===== config.mk =====
export PLATFORM = sky130hd
export DESIGN_NAME = ffps_move
export DESIGN_NICKNAME = d
export VERILOG_FILES = /design/src/rtl/ffps_pkg.sv /design/src/rtl/ffps_move.sv
export SDC_FILE = /design/constraint.sdc
export NUM_CORES = 2
export LEC_CHECK = 0
export BUFFER_PORTS_ARGS = -buffer_cell sky130_fd_sc_hd__buf_2
export CORE_MARGIN = 4
export CORE_UTILIZATION = 60
export DETAILED_ROUTE_END_ITERATION = 6
export PLACE_DENSITY = 0.78
export SLEW_MARGIN = 25
export SYNTH_ARGS = -nofsm -noshare
export SYNTH_HDL_FRONTEND = slang
export SYNTH_SLANG_ARGS = --single-unit

===== constraint.sdc =====
create_clock -name clk -period 12.1 [get_ports clk]
set_input_delay 2.42 -clock clk [delete_from_list [all_inputs] [get_ports clk]]
set_output_delay 2.42 -clock clk [all_outputs]
set_load 0.02 [all_outputs]

===== src/rtl/ffps_pkg.sv =====
// ----------------------------------------------------------------------------
// ffps_pkg
// Shared constants, types and helpers of the flow field particle step block.
// ----------------------------------------------------------------------------
package ffps_pkg;

    localparam int GRID_ROWS  = 16;
    localparam int GRID_COLS  = 16;
    localparam int GRID_DEPTH = 256;
    localparam int ADDR_W     = $clog2(GRID_DEPTH);

    // integer part of (offset * scale) taken from the two partial products
    localparam int COORD_W    = 25;

    localparam int CFG_IDX_W  = 3;
    localparam int CFG_DATA_W = 32;
    localparam int DIN_W      = 248;
    localparam int DOUT_W     = 160;

    localparam logic OP_UPDATE = 1'b0;
    localparam logic OP_WRITE  = 1'b1;

    typedef enum logic [CFG_IDX_W-1:0] {
        REG_MIN_X  = 3'd0,
        REG_MIN_Y  = 3'd1,
        REG_WIDTH  = 3'd2,
        REG_HEIGHT = 3'd3,
        REG_COLS_X = 3'd4,
        REG_ROWS_Y = 3'd5
    } cfg_reg_t;

    typedef struct packed {
        logic signed [31:0] min_x;
        logic signed [31:0] min_y;
        logic [30:0]        width;
        logic [30:0]        height;
        logic [31:0]        cols_x;
        logic [31:0]        rows_y;
    } cfg_t;

    typedef struct packed {
        logic               op;
        logic signed [31:0] pos_x;
        logic signed [31:0] pos_y;
        logic signed [31:0] vel_x;
        logic signed [31:0] vel_y;
        logic signed [31:0] life;
        logic [15:0]        delta;
        logic [7:0]         cell_index;
        logic signed [31:0] flow_x;
        logic signed [31:0] flow_y;
    } item_t;

    typedef struct packed {
        logic               live;
        logic signed [31:0] pos_x;
        logic signed [31:0] pos_y;
        logic signed [31:0] vel_x;
        logic signed [31:0] vel_y;
        logic signed [31:0] life;
        logic [15:0]        delta;
    } particle_t;

    typedef struct packed {
        logic               op;
        logic [ADDR_W-1:0]  addr;
        logic signed [31:0] flow_x;
        logic signed [31:0] flow_y;
        particle_t          p;
    } lookup_t;

    typedef struct packed {
        particle_t          p;
        logic signed [31:0] flow_x;
        logic signed [31:0] flow_y;
    } grid_t;

    typedef struct packed {
        logic signed [31:0] pos_x;
        logic signed [31:0] pos_y;
        logic signed [31:0] vel_x;
        logic signed [31:0] vel_y;
        logic signed [31:0] life;
        logic               expired;
    } result_t;

    function automatic logic signed [31:0] sat32(input logic signed [34:0] v);
        logic signed [31:0] r;
        if (v > 35'sd2147483647)
            r = 32'sh7fffffff;
        else if (v < -35'sd2147483648)
            r = 32'sh80000000;
        else
            r = v[31:0];
        return r;
    endfunction

endpackage


===== src/rtl/ffps_move.sv =====
// ----------------------------------------------------------------------------
// ffps_move
// Position step, wrap around the range, life update (3 stages).
// ----------------------------------------------------------------------------
module ffps_move (
    input  logic                clk,
    input  logic                rst_n,
    input  ffps_pkg::cfg_t      cfg,
    input  logic                in_valid,
    output logic                in_ready,
    input  ffps_pkg::particle_t in_p,
    output logic                out_valid,
    input  logic                out_ready,
    output ffps_pkg::result_t   out_res
);
    import ffps_pkg::*;

    logic               h_valid_reg, i_valid_reg, j_valid_reg;
    logic               h_ready, i_ready, j_ready;
    particle_t          h_p_reg, i_p_reg;
    logic signed [48:0] h_prod_x_reg, h_prod_y_reg;
    logic signed [33:0] i_px_reg, i_py_reg, i_hi_x_reg, i_hi_y_reg;
    logic signed [34:0] wx, wy;
    logic signed [32:0] life_step;
    result_t            res_next, j_res_reg;

    assign j_ready  = !j_valid_reg || out_ready;
    assign i_ready  = !i_valid_reg || j_ready;
    assign h_ready  = !h_valid_reg || i_ready;
    assign in_ready = h_ready;

    // wrap once past either edge, then saturate
    always_comb
    begin
        if (i_px_reg > i_hi_x_reg)
            wx = 35'(i_px_reg) - 35'(cfg.width);
        else if (i_px_reg < 34'(cfg.min_x))
            wx = 35'(i_px_reg) + 35'(cfg.width);
        else
            wx = 35'(i_px_reg);
        if (i_py_reg > i_hi_y_reg)
            wy = 35'(i_py_reg) - 35'(cfg.height);
        else if (i_py_reg < 34'(cfg.min_y))
            wy = 35'(i_py_reg) + 35'(cfg.height);
        else
            wy = 35'(i_py_reg);

        life_step = 33'(i_p_reg.life) - 33'(i_p_reg.delta);

        res_next.vel_x = i_p_reg.vel_x;
        res_next.vel_y = i_p_reg.vel_y;
        if (i_p_reg.live)
        begin
            res_next.pos_x = sat32(wx);
            res_next.pos_y = sat32(wy);
            res_next.life  = life_step[31:0];
        end
        else
        begin
            res_next.pos_x = i_p_reg.pos_x;
            res_next.pos_y = i_p_reg.pos_y;
            res_next.life  = i_p_reg.life;
        end
        res_next.expired = res_next.life[31];
    end

    always_ff @(posedge clk or negedge rst_n)
    begin
        if (!rst_n)
        begin
            h_valid_reg <= 1'b0;
            i_valid_reg <= 1'b0;
            j_valid_reg <= 1'b0;
        end
        else
        begin
            if (h_ready)
                h_valid_reg <= in_valid;
            if (i_ready)
                i_valid_reg <= h_valid_reg;
            if (j_ready)
                j_valid_reg <= i_valid_reg;
        end
    end

    always_ff @(posedge clk)
    begin
        if (h_ready && in_valid)
        begin
            h_p_reg      <= in_p;
            h_prod_x_reg <= 49'(in_p.vel_x) * 49'($signed({1'b0, in_p.delta}));
            h_prod_y_reg <= 49'(in_p.vel_y) * 49'($signed({1'b0, in_p.delta}));
        end
        if (i_ready && h_valid_reg)
        begin
            i_p_reg    <= h_p_reg;
            i_px_reg   <= 34'(h_p_reg.pos_x) + 34'($signed(h_prod_x_reg[48:16]));
            i_py_reg   <= 34'(h_p_reg.pos_y) + 34'($signed(h_prod_y_reg[48:16]));
            i_hi_x_reg <= $signed(34'(cfg.min_x) + 34'(cfg.width));
            i_hi_y_reg <= $signed(34'(cfg.min_y) + 34'(cfg.height));
        end
        if (j_ready && i_valid_reg)
            j_res_reg <= res_next;
    end

    assign out_valid = j_valid_reg;
    assign out_res   = j_res_reg;

endmodule


==> impl_metrics.py <==
metrics = {
    "routing": {
        "vias_per_cell": 5.92,
        "ant_nets": 0,
        "drt_pass1_iterations": 6,
        "drc": 0,
        "vias": 55200,
        "drt_iter0_drc": 5603,
        "drt-total-wl_um": 206000,
        "drt-wirelength-per-cell_um": 22.1,
    },
    "grt": {
        "grt_usage": 0.318,
        "grt_pass1_wl_um": 322000,
        "antenna_found_initial": 27,
        "grt_max_degree": 146,
        "grt_pass1_vias": 57100,
        "grt_overflow": 0,
    },
    "worst_setup_path": {
        "r2r-start": "i_px_reg[33]",
        "endpoint": "h_prod_y_reg[48]",
        "worstPathRequired_ps": 12520,
        "crit_buf_inv": 4,
        "path_common_cell": "fa_1",
        "crit-reg2reg-capture": "out_res[131]",
        "critPathLaunchType": "input port",
        "cpPeakStageDelay_ps": 770,
        "cp_top_family": "adder cells",
        "path_class": "input port to flip-flop",
        "cp.arrival_ps": 10200,
        "endpoint_kind": "flip-flop",
        "r2r_cells": 16,
        "reg2reg_slack_ps": 6770,
        "crit_slowest_cell": "buf_2",
        "crit_fanout": 39,
        "path_depth": 25,
        "crit_start": "in_p[6]",
    },
    "clock_network": {
        "clock_latency_ps": 700,
        "post_cts_resized": 0,
        "ctsLongestPathBuffers": 3,
        "ctsHtreeMaxLevel": 3,
        "post-cts-setup-buffers": 0,
        "numCtsBuffers": 79,
        "clk_pin_slew_ps": 60,
        "cts.sinks": 717,
        "holdBufCountCts": 0,
        "tritoncts": "yes",
        "clock_tree.root_cell": "clkbuf_16",
    },
    "place": {
        "dp_hpwl_um": 157000,
        "portBuffers": 469,
        "gp_congestion": 0.958,
    },
    "finish": {
        "layout.area.seq_sq_um": 21500,
        "layout-drive-gt1-share": 0.0963,
        "multiInputGateArea_sq_um": 46700,
        "syn_to_final_growth_pct": 8.36,
        "fillCellCount": 9474,
        "num-nets-final": 9601,
    },
    "sta": {
        "period_share": 0.809,
        "hold_viol_final": 0,
        "timing.setup.tns_ps": 0,
        "worstMarginPinSlew_ps": 1110,
        "fin_skew_ps": 32.6,
        "slew_viol_final": 0,
        "max_freq_ghz": 0.102,
        "relSlewSlack": 0.260,
        "rsz0062_at_grt": "false",
        "period_minus_slack_ps": 9780,
        "setup_viol": 0,
    },
    "logic_synthesis": {
        "async_flop_share": 0.00418,
        "yosysUniqueCellTypes": 110,
        "synth_warnings": 0,
        "synth.cell_area_sq_um": 74600,
        "syn_nets": 9273,
        "syn_inst": 7287,
        "synth-edff-count": 714,
        "ys.flop_type": "edfxtp_1",
        "avgSynthCellArea_sq_um": 10.2,
        "synth-seq-cells": 717,
        "yosysSeqAreaShare": 0.288,
    },
    "die": {
        "num_rows": 129,
        "core_area_sq_um": 124000,
        "die_area_sq_um": 130000,
        "die_h_um": 361,
        "start_util": 0.604,
        "die_x_um": 361,
        "io-pin-count": 534,
    },
    "worst_hold_path": {
        "hold_class": "flip-flop to flip-flop",
    },
    "run": {
        "cap_violations": 0,
    },
    "outcome": {
        "outcome": "completed",
    },
}
through the flow:
stage / area [sq um] / setup WS, ps / hold slack (ps) / instances / util
6_report: 80900 / 2320 / 399 / 9321 / 0.654
5_1_grt: 80900 / 1900 / 408 / 9316 / 0.654
4_1_cts: 80900 / 2470 / 402 / 9312 / 0.654
3_5_place_dp: 78300 / 1750 / 405 / 9171 / 0.634
3_3_place_gp: 78300 / 1860 / 400 / 9170 / 0.633
2_1_floorplan: 74600 / 1840 / 400 / 7287 / -
worst min path at each step:
stage,start,end,cells past startpoint
after floorplan,h_p_reg[0],i_p_reg[0],0
after global placement,h_p_reg[8],i_p_reg[8],0
after detailed placement,h_p_reg[27],i_p_reg[27],0
after CTS,i_p_reg[87],out_res[72],0
after global routing,i_p_reg[87],out_res[72],0
final,i_p_reg[87],out_res[72],0
layout make-up:
class / instances / share of cell area
Antenna cell: 9 / 0.000278
Clock buffer: 98 / 0.0256
Clock inverter: 43 / 0.00551
Inverter: 1431 / 0.0664
Multi-Input combinational cell: 4874 / 0.577
Sequential cell: 717 / 0.266
Tap cell: 1637 / 0.0253
Timing Repair Buffer: 512 / 0.0341
worst register-to-register path, cell delays in order (launching register included):
cell,delay (ps)
edfxtp_1,580
ha_1,480
nand4_1,180
nor4_1,520
nand3_1,180
o211ai_1,240
o221a_1,250
or2_1,110
buf_4,390
nor2_2,180
and3_1,260
a211oi_2,280
xor2_2,140
o31ai_4,570
buf_4,360
nand2_1,110
a21oi_2,320
kinds of logic after synthesis:
group	Yosys count	share of synthesized area
simple gates	1914	0.124
fa+ha+maj	1615	0.370
mux	11	0.00161
compound gates	1122	0.104
buf+inv	1696	0.0869
flops	717	0.288
xor+xnor	212	0.0253
cells in the mapped netlist, types with 42 or more instances:
library cell | n | area share
a221o_1 | 46 | 0.0062
a21o_1 | 108 | 0.011
xor2_1 | 54 | 0.0063
ha_1 | 632 | 0.11
nand2_1 | 739 | 0.037
o21a_1 | 49 | 0.0049
xnor2_1 | 154 | 0.018
nor2_1 | 301 | 0.015
nand2b_1 | 45 | 0.0038
o22ai_1 | 55 | 0.0046
and2_1 | 471 | 0.039
nand4_1 | 42 | 0.0035
nor2b_1 | 51 | 0.0043
o21bai_1 | 47 | 0.0047
edfxtp_1 | 714 | 0.29
clkbuf_1 | 228 | 0.011
a21oi_1 | 291 | 0.020
nor3_1 | 75 | 0.0050
fa_1 | 983 | 0.26
inv_1 | 1428 | 0.072
o21ai_0 | 159 | 0.011
nand3_1 | 74 | 0.0050
cells in the final DEF, fill, tap and decap left out, drive strengths merged, types with 28 or more instances in the layout:
cell	count
nand2	740
buf	512
and2	471
o21bai	47
nand4	42
nand2b	45
a21o	108
o211ai	36
nor3	76
edfxtp	714
xor2	56
a221o	46
a211oi	34
or3	28
o21a	49
o22ai	55
nor2	304
inv	1436
nor2b	51
clkinv	30
xnor2	156
fa	983
ha	632
nand3	74
o21ai	180
clkbuf	98
a21oi	325
metal layers:
metal / vias to the layer above / global-route usage / wire, um
met5: - / 0 / 133
met4: 18 / 0.103 / 6940
met3: 468 / 0.0640 / 20600
met2: 2779 / 0.504 / 94300
met1: 27500 / 0.444 / 83900
li1: 24400 / - / -
Power is left out: the tool's default activity adds up to more than one toggle a clock period on the data nets, which glitch-free logic cannot reach.
