**config.mk**
```make
export PLATFORM = sky130hd
export DESIGN_NAME = ffps_steer
export DESIGN_NICKNAME = d
export VERILOG_FILES = /design/src/rtl/ffps_pkg.sv /design/src/rtl/ffps_steer.sv
export SDC_FILE = /design/constraint.sdc
export NUM_CORES = 2
export LEC_CHECK = 0
export BUFFER_PORTS_ARGS = -buffer_cell sky130_fd_sc_hd__buf_2
export CAP_MARGIN = 20
export CORE_MARGIN = 8
export CORE_UTILIZATION = 30
export CTS_CLUSTER_SIZE = 30
export DETAILED_ROUTE_END_ITERATION = 12
export RECOVER_POWER = 25
export SETUP_SLACK_MARGIN = 0.15
export SYNTH_ARGS = -nofsm -noshare
export SYNTH_HDL_FRONTEND = slang
export SYNTH_SLANG_ARGS = --single-unit
```
**constraint.sdc**
```tcl
create_clock -name clk -period 18 [get_ports clk]
set_input_delay 0.9 -clock clk [delete_from_list [all_inputs] [get_ports clk]]
set_output_delay 0.9 -clock clk [all_outputs]
set_load 0.01 [all_outputs]
```
**src/rtl/ffps_pkg.sv**
```systemverilog
// ----------------------------------------------------------------------------
// ffps_pkg
// Shared constants, types and helpers of the flow field particle step block.
// ----------------------------------------------------------------------------
package ffps_pkg;

    localparam int GRID_ROWS  = 16;
    localparam int GRID_COLS  = 16;
    localparam int GRID_DEPTH = 256;
    localparam int ADDR_W     = $clog2(GRID_DEPTH);

    // integer part of (offset * scale) taken from the two partial products
    localparam int COORD_W    = 25;

    localparam int CFG_IDX_W  = 3;
    localparam int CFG_DATA_W = 32;
    localparam int DIN_W      = 248;
    localparam int DOUT_W     = 160;

    localparam logic OP_UPDATE = 1'b0;
    localparam logic OP_WRITE  = 1'b1;

    typedef enum logic [CFG_IDX_W-1:0] {
        REG_MIN_X  = 3'd0,
        REG_MIN_Y  = 3'd1,
        REG_WIDTH  = 3'd2,
        REG_HEIGHT = 3'd3,
        REG_COLS_X = 3'd4,
        REG_ROWS_Y = 3'd5
    } cfg_reg_t;

    typedef struct packed {
        logic signed [31:0] min_x;
        logic signed [31:0] min_y;
        logic [30:0]        width;
        logic [30:0]        height;
        logic [31:0]        cols_x;
        logic [31:0]        rows_y;
    } cfg_t;

    typedef struct packed {
        logic               op;
        logic signed [31:0] pos_x;
        logic signed [31:0] pos_y;
        logic signed [31:0] vel_x;
        logic signed [31:0] vel_y;
        logic signed [31:0] life;
        logic [15:0]        delta;
        logic [7:0]         cell_index;
        logic signed [31:0] flow_x;
        logic signed [31:0] flow_y;
    } item_t;

    typedef struct packed {
        logic               live;
        logic signed [31:0] pos_x;
        logic signed [31:0] pos_y;
        logic signed [31:0] vel_x;
        logic signed [31:0] vel_y;
        logic signed [31:0] life;
        logic [15:0]        delta;
    } particle_t;

    typedef struct packed {
        logic               op;
        logic [ADDR_W-1:0]  addr;
        logic signed [31:0] flow_x;
        logic signed [31:0] flow_y;
        particle_t          p;
    } lookup_t;

    typedef struct packed {
        particle_t          p;
        logic signed [31:0] flow_x;
        logic signed [31:0] flow_y;
    } grid_t;

    typedef struct packed {
        logic signed [31:0] pos_x;
        logic signed [31:0] pos_y;
        logic signed [31:0] vel_x;
        logic signed [31:0] vel_y;
        logic signed [31:0] life;
        logic               expired;
    } result_t;

    function automatic logic signed [31:0] sat32(input logic signed [34:0] v);
        logic signed [31:0] r;
        if (v > 35'sd2147483647)
            r = 32'sh7fffffff;
        else if (v < -35'sd2147483648)
            r = 32'sh80000000;
        else
            r = v[31:0];
        return r;
    endfunction

endpackage

```
**src/rtl/ffps_steer.sv**
```systemverilog
// ----------------------------------------------------------------------------
// ffps_steer
// Velocity steering toward the cell's flow vector (3 stages).
// ----------------------------------------------------------------------------
module ffps_steer (
    input  logic                clk,
    input  logic                rst_n,
    input  logic                in_valid,
    output logic                in_ready,
    input  ffps_pkg::grid_t     in_grid,
    output logic                out_valid,
    input  logic                out_ready,
    output ffps_pkg::particle_t out_p
);
    import ffps_pkg::*;

    logic               e_valid_reg, f_valid_reg, g_valid_reg;
    logic               e_ready, f_ready, g_ready;
    particle_t          e_p_reg, f_p_reg, g_p_reg, p_next;
    logic signed [32:0] e_dx_reg, e_dy_reg, dx_next, dy_next;
    logic signed [49:0] f_prod_x_reg, f_prod_y_reg;
    logic signed [49:0] dt_e;

    assign g_ready  = !g_valid_reg || out_ready;
    assign f_ready  = !f_valid_reg || g_ready;
    assign e_ready  = !e_valid_reg || f_ready;
    assign in_ready = e_ready;

    assign dx_next = $signed({in_grid.flow_x[31], in_grid.flow_x})
                   - $signed({in_grid.p.vel_x[31], in_grid.p.vel_x});
    assign dy_next = $signed({in_grid.flow_y[31], in_grid.flow_y})
                   - $signed({in_grid.p.vel_y[31], in_grid.p.vel_y});
    assign dt_e    = 50'($signed({1'b0, e_p_reg.delta}));

    // add the floored step; a dead particle keeps its velocity
    always_comb
    begin
        p_next = f_p_reg;
        if (f_p_reg.live)
        begin
            p_next.vel_x = sat32(35'(f_p_reg.vel_x) + 35'($signed(f_prod_x_reg[49:16])));
            p_next.vel_y = sat32(35'(f_p_reg.vel_y) + 35'($signed(f_prod_y_reg[49:16])));
        end
    end

    always_ff @(posedge clk or negedge rst_n)
    begin
        if (!rst_n)
        begin
            e_valid_reg <= 1'b0;
            f_valid_reg <= 1'b0;
            g_valid_reg <= 1'b0;
        end
        else
        begin
            if (e_ready)
                e_valid_reg <= in_valid;
            if (f_ready)
                f_valid_reg <= e_valid_reg;
            if (g_ready)
                g_valid_reg <= f_valid_reg;
        end
    end

    always_ff @(posedge clk)
    begin
        if (e_ready && in_valid)
        begin
            e_p_reg  <= in_grid.p;
            e_dx_reg <= dx_next;
            e_dy_reg <= dy_next;
        end
        if (f_ready && e_valid_reg)
        begin
            f_p_reg      <= e_p_reg;
            f_prod_x_reg <= 50'(e_dx_reg) * dt_e;
            f_prod_y_reg <= 50'(e_dy_reg) * dt_e;
        end
        if (g_ready && f_valid_reg)
            g_p_reg <= p_next;
    end

    assign out_valid = g_valid_reg;
    assign out_p     = g_p_reg;

endmodule

```
==> reports/qor.yml <==
core_region_area_sq_um: 209000
netlist_top_cells_area: "sky130_fd_sc_hd__fa_1 (32%), sky130_fd_sc_hd__edfxtp_1 (32%), sky130_fd_sc_hd__inv_1 (7.5%), sky130_fd_sc_hd__ha_1 (7.3%), sky130_fd_sc_hd__nand2_1 (4.5%)"
stdcell_area_sq_um: 70500
fin_setup_tns_ns: 0
cts_tree: "yes"
cell_types_with_the_highest_counts_after_synthesis: "sky130_fd_sc_hd__inv_1 (1256), sky130_fd_sc_hd__fa_1 (1006), sky130_fd_sc_hd__nand2_1 (745)"
initialDrtViolationCount: 2379
most_common_cell_in_the_synthesized_netlist: "sky130_fd_sc_hd__inv_1"
postSynthAreaPerCell_sq_um: 10.9
min_period_ns: 8.40
cell_area_after_synthesis_sq_um: 62800
synth_instances: 5739
worst_hold_path_type: "primary input to flip-flop"
critPathMaxFanout: 59
critical_path_start_type: "flip-flop"
post_route_wl_um: 164000
die_area_sq_um: 224000
inserted_clock_buffers: 76
netlist.area_leader.share_pct: 32.1
final_layout_size_suffix_gt1_share_pct: 9.09
port-buffer-count: 423
async_flop_share_pct: 0.449
timing.final.setup_violations: 0
grt_pass1_wl_um: 259000
synth.ff_latch_count: 668
antenna_found_initial: 20
synth_fp_nets: 7356
floorplan.rows: 168
ctsRootBufferMaster: "sky130_fd_sc_hd__clkbuf_16"
cp.arrival_ns: 8.84
ys_warn_count: 0
area_growth_synth_to_finish_pct: 12.3
cp-end-kind: "flip-flop"
final_count_of_hold_timing_violations: 0
synth_sequential_area_ratio_pct: 31.9
number_of_enable_type_register_cells_in_the_synthesized_netlist: 665
groute.usage.overall_pct: 14.6
drt_pre_antenna_iters: 8
cts_max_path_buffers: 3
finalNetCount: 7700
yosys_most_used_dff: "sky130_fd_sc_hd__edfxtp_1"
critical_path_required_time_ns: 18.43
floorplan.initialDensity_pct: 30.1
die_width_um: 474
grt_start_max_net_pins: 71
place.gp.congestion: 0.848
rsz_0062_raised_after_global_routing: "no"
number_of_sinks_handled_by_clock_tree_synthesis: 668
design.portCount: 424
via_per_inst: 4.62
post-synth-top-area-cell: "sky130_fd_sc_hd__fa_1"
placed_cell_area_sq_um: 68100
post_synth_num_cell_types: 66
outcome: "completed"
slew_headroom_pct: 23.5
dieHeight_um: 474
cts.htree.levels: 3
post-cts-setup-buffers: 0
fmaxAchievable_ghz: 0.119
worst_clock_skew_ns: 0.0506
routed_wire_length_per_instance_um: 18.3
max-cap-violations: 0
detail-route-antenna-nets: 0
dr_total_vias: 41300
timing_max_transition_violations_final: 0
dp.final_hpwl_um: 124000
worstSetupPathType: "flip-flop to flip-flop"
post-route-period-util_pct: 46.7
post_route_drc_violation_count: 0
grt_remaining_overflow: 0
number_of_global_route_vias_before_repair: 45500
clkLatencyLatePin_ns: 0.69
tightest_slew_ns: 1.15
cts.clk_slew.worst_paths_ns: 0.08
[final timing paths]
| kind | start | end | slack [ns] | cells past startpoint |
|---|---|---|---|---|
| max | dt_e[9] | f_prod_x_reg[45] | 9.60 | 23 |
| min | in_grid[74] | dt_e[10] | 0.38 | 1 |
| max reg2reg | dt_e[9] | f_prod_x_reg[45] | 9.60 | 23 |
| min reg2reg | e_p_reg[47] | f_p_reg[47] | 0.41 | 0 |
| max in group asynchronous | rst_n | out_valid | 17.32 | 2 |
| min in group asynchronous | rst_n | e_valid_reg | 0.57 | 2 |
[critical path, stage by stage (launching register included)]
cell,delay [ns]
sky130_fd_sc_hd__edfxtp_1,0.56
sky130_fd_sc_hd__buf_4,0.74
sky130_fd_sc_hd__nand2_1,0.17
sky130_fd_sc_hd__fa_1,0.55
sky130_fd_sc_hd__inv_1,0.05
sky130_fd_sc_hd__fa_1,0.48
sky130_fd_sc_hd__fa_1,0.57
sky130_fd_sc_hd__fa_1,0.43
sky130_fd_sc_hd__fa_1,0.50
sky130_fd_sc_hd__inv_1,0.05
sky130_fd_sc_hd__fa_1,0.47
sky130_fd_sc_hd__inv_1,0.04
sky130_fd_sc_hd__ha_1,0.34
sky130_fd_sc_hd__a21oi_1,0.19
sky130_fd_sc_hd__o21ai_0,0.13
sky130_fd_sc_hd__nor3_1,0.34
sky130_fd_sc_hd__nand4_1,0.36
sky130_fd_sc_hd__nand3_1,0.36
sky130_fd_sc_hd__a211oi_1,0.17
sky130_fd_sc_hd__o21a_1,0.28
sky130_fd_sc_hd__a211oi_1,0.68
sky130_fd_sc_hd__nor3_1,0.15
sky130_fd_sc_hd__or2_2,0.31
sky130_fd_sc_hd__xor2_1,0.14
[routing by layer]
layer  routed length, um  share of wire, %  vias up  GRT usage (%)
li1                    -                 -    18700              -
met1               69400                42    21200           18.8
met2               81400                50     1166           25.5
met3                8570               5.2      257           2.15
met4                4440               2.7       12           4.35
met5                  75             0.046        -              0
[what timing repair did]
item                       4_1_cts  5_1_grt
resized for setup                0        0
setup endpoints to repair        0        0
hold buffers                     1        0
hold endpoints to repair         3        0
[area by class of cell]
type,count,area [sq um]
fill,21000,138000
multi-input combinational,3599,37300
sequential,668,20000
inverter,1256,4710
tap,2805,3510
timing repair buffer,482,2530
clock buffer,91,2050
clock inverter,43,414
antenna,3,7.51
[placed cells by master, fill, tap and decap left out, types with 8 or more instances in the layout]
master / instances
sky130_fd_sc_hd__a311oi_1: 33
sky130_fd_sc_hd__clkinv_1: 8
sky130_fd_sc_hd__inv_1: 1256
sky130_fd_sc_hd__a221o_1: 35
sky130_fd_sc_hd__clkbuf_16: 79
sky130_fd_sc_hd__o21ai_0: 81
sky130_fd_sc_hd__fa_1: 1006
sky130_fd_sc_hd__a21o_1: 98
sky130_fd_sc_hd__nand4_1: 15
sky130_fd_sc_hd__a211oi_1: 24
sky130_fd_sc_hd__nand3_1: 35
sky130_fd_sc_hd__and3_1: 17
sky130_fd_sc_hd__clkbuf_1: 69
sky130_fd_sc_hd__xor2_1: 67
sky130_fd_sc_hd__clkinv_2: 13
sky130_fd_sc_hd__and2_1: 388
sky130_fd_sc_hd__buf_4: 56
sky130_fd_sc_hd__a21oi_1: 145
sky130_fd_sc_hd__o21a_1: 28
sky130_fd_sc_hd__edfxtp_1: 665
sky130_fd_sc_hd__a211o_1: 10
sky130_fd_sc_hd__a31oi_1: 13
sky130_fd_sc_hd__nand2_1: 745
sky130_fd_sc_hd__o21bai_1: 19
sky130_fd_sc_hd__xnor2_1: 126
sky130_fd_sc_hd__buf_2: 362
sky130_fd_sc_hd__o31ai_1: 8
sky130_fd_sc_hd__nor2_1: 128
sky130_fd_sc_hd__nor2b_1: 28
sky130_fd_sc_hd__ha_1: 366
sky130_fd_sc_hd__nor3_1: 36
sky130_fd_sc_hd__nand2b_1: 32
sky130_fd_sc_hd__o211ai_1: 10
sky130_fd_sc_hd__or3_1: 11
[through the flow]
| step | util, % | instances | setup slack, ns | hold slack [ns] |
|---|---|---|---|---|
| finish | 33.8 | 8947 | 9.60 | 0.381 |
| global route | 33.8 | 8946 | 9.15 | 0.339 |
| CTS | 33.8 | 8942 | 9.57 | 0.300 |
| detailed placement | 32.6 | 8807 | 9.63 | 0.405 |
| global placement | 32.6 | 8807 | 9.67 | 0.400 |
| floorplan | - | 5739 | 10.70 | 0.400 |
[cells by family after synthesis]
family                   after synthesis  share of synthesized area [%]
AO/OA/AOI/OAI                        568                           6.22
XOR/XNOR                             193                           2.69
adder cells (fa/ha/maj)             1372                           39.3
buffers and inverters               1472                           8.82
flip-flops                           668                           31.9
AND/OR/NAND/NOR                     1466                           11.0
Power is left out: the tool's default activity adds up to more than one toggle a clock period on the data nets, which glitch-free logic cannot reach.
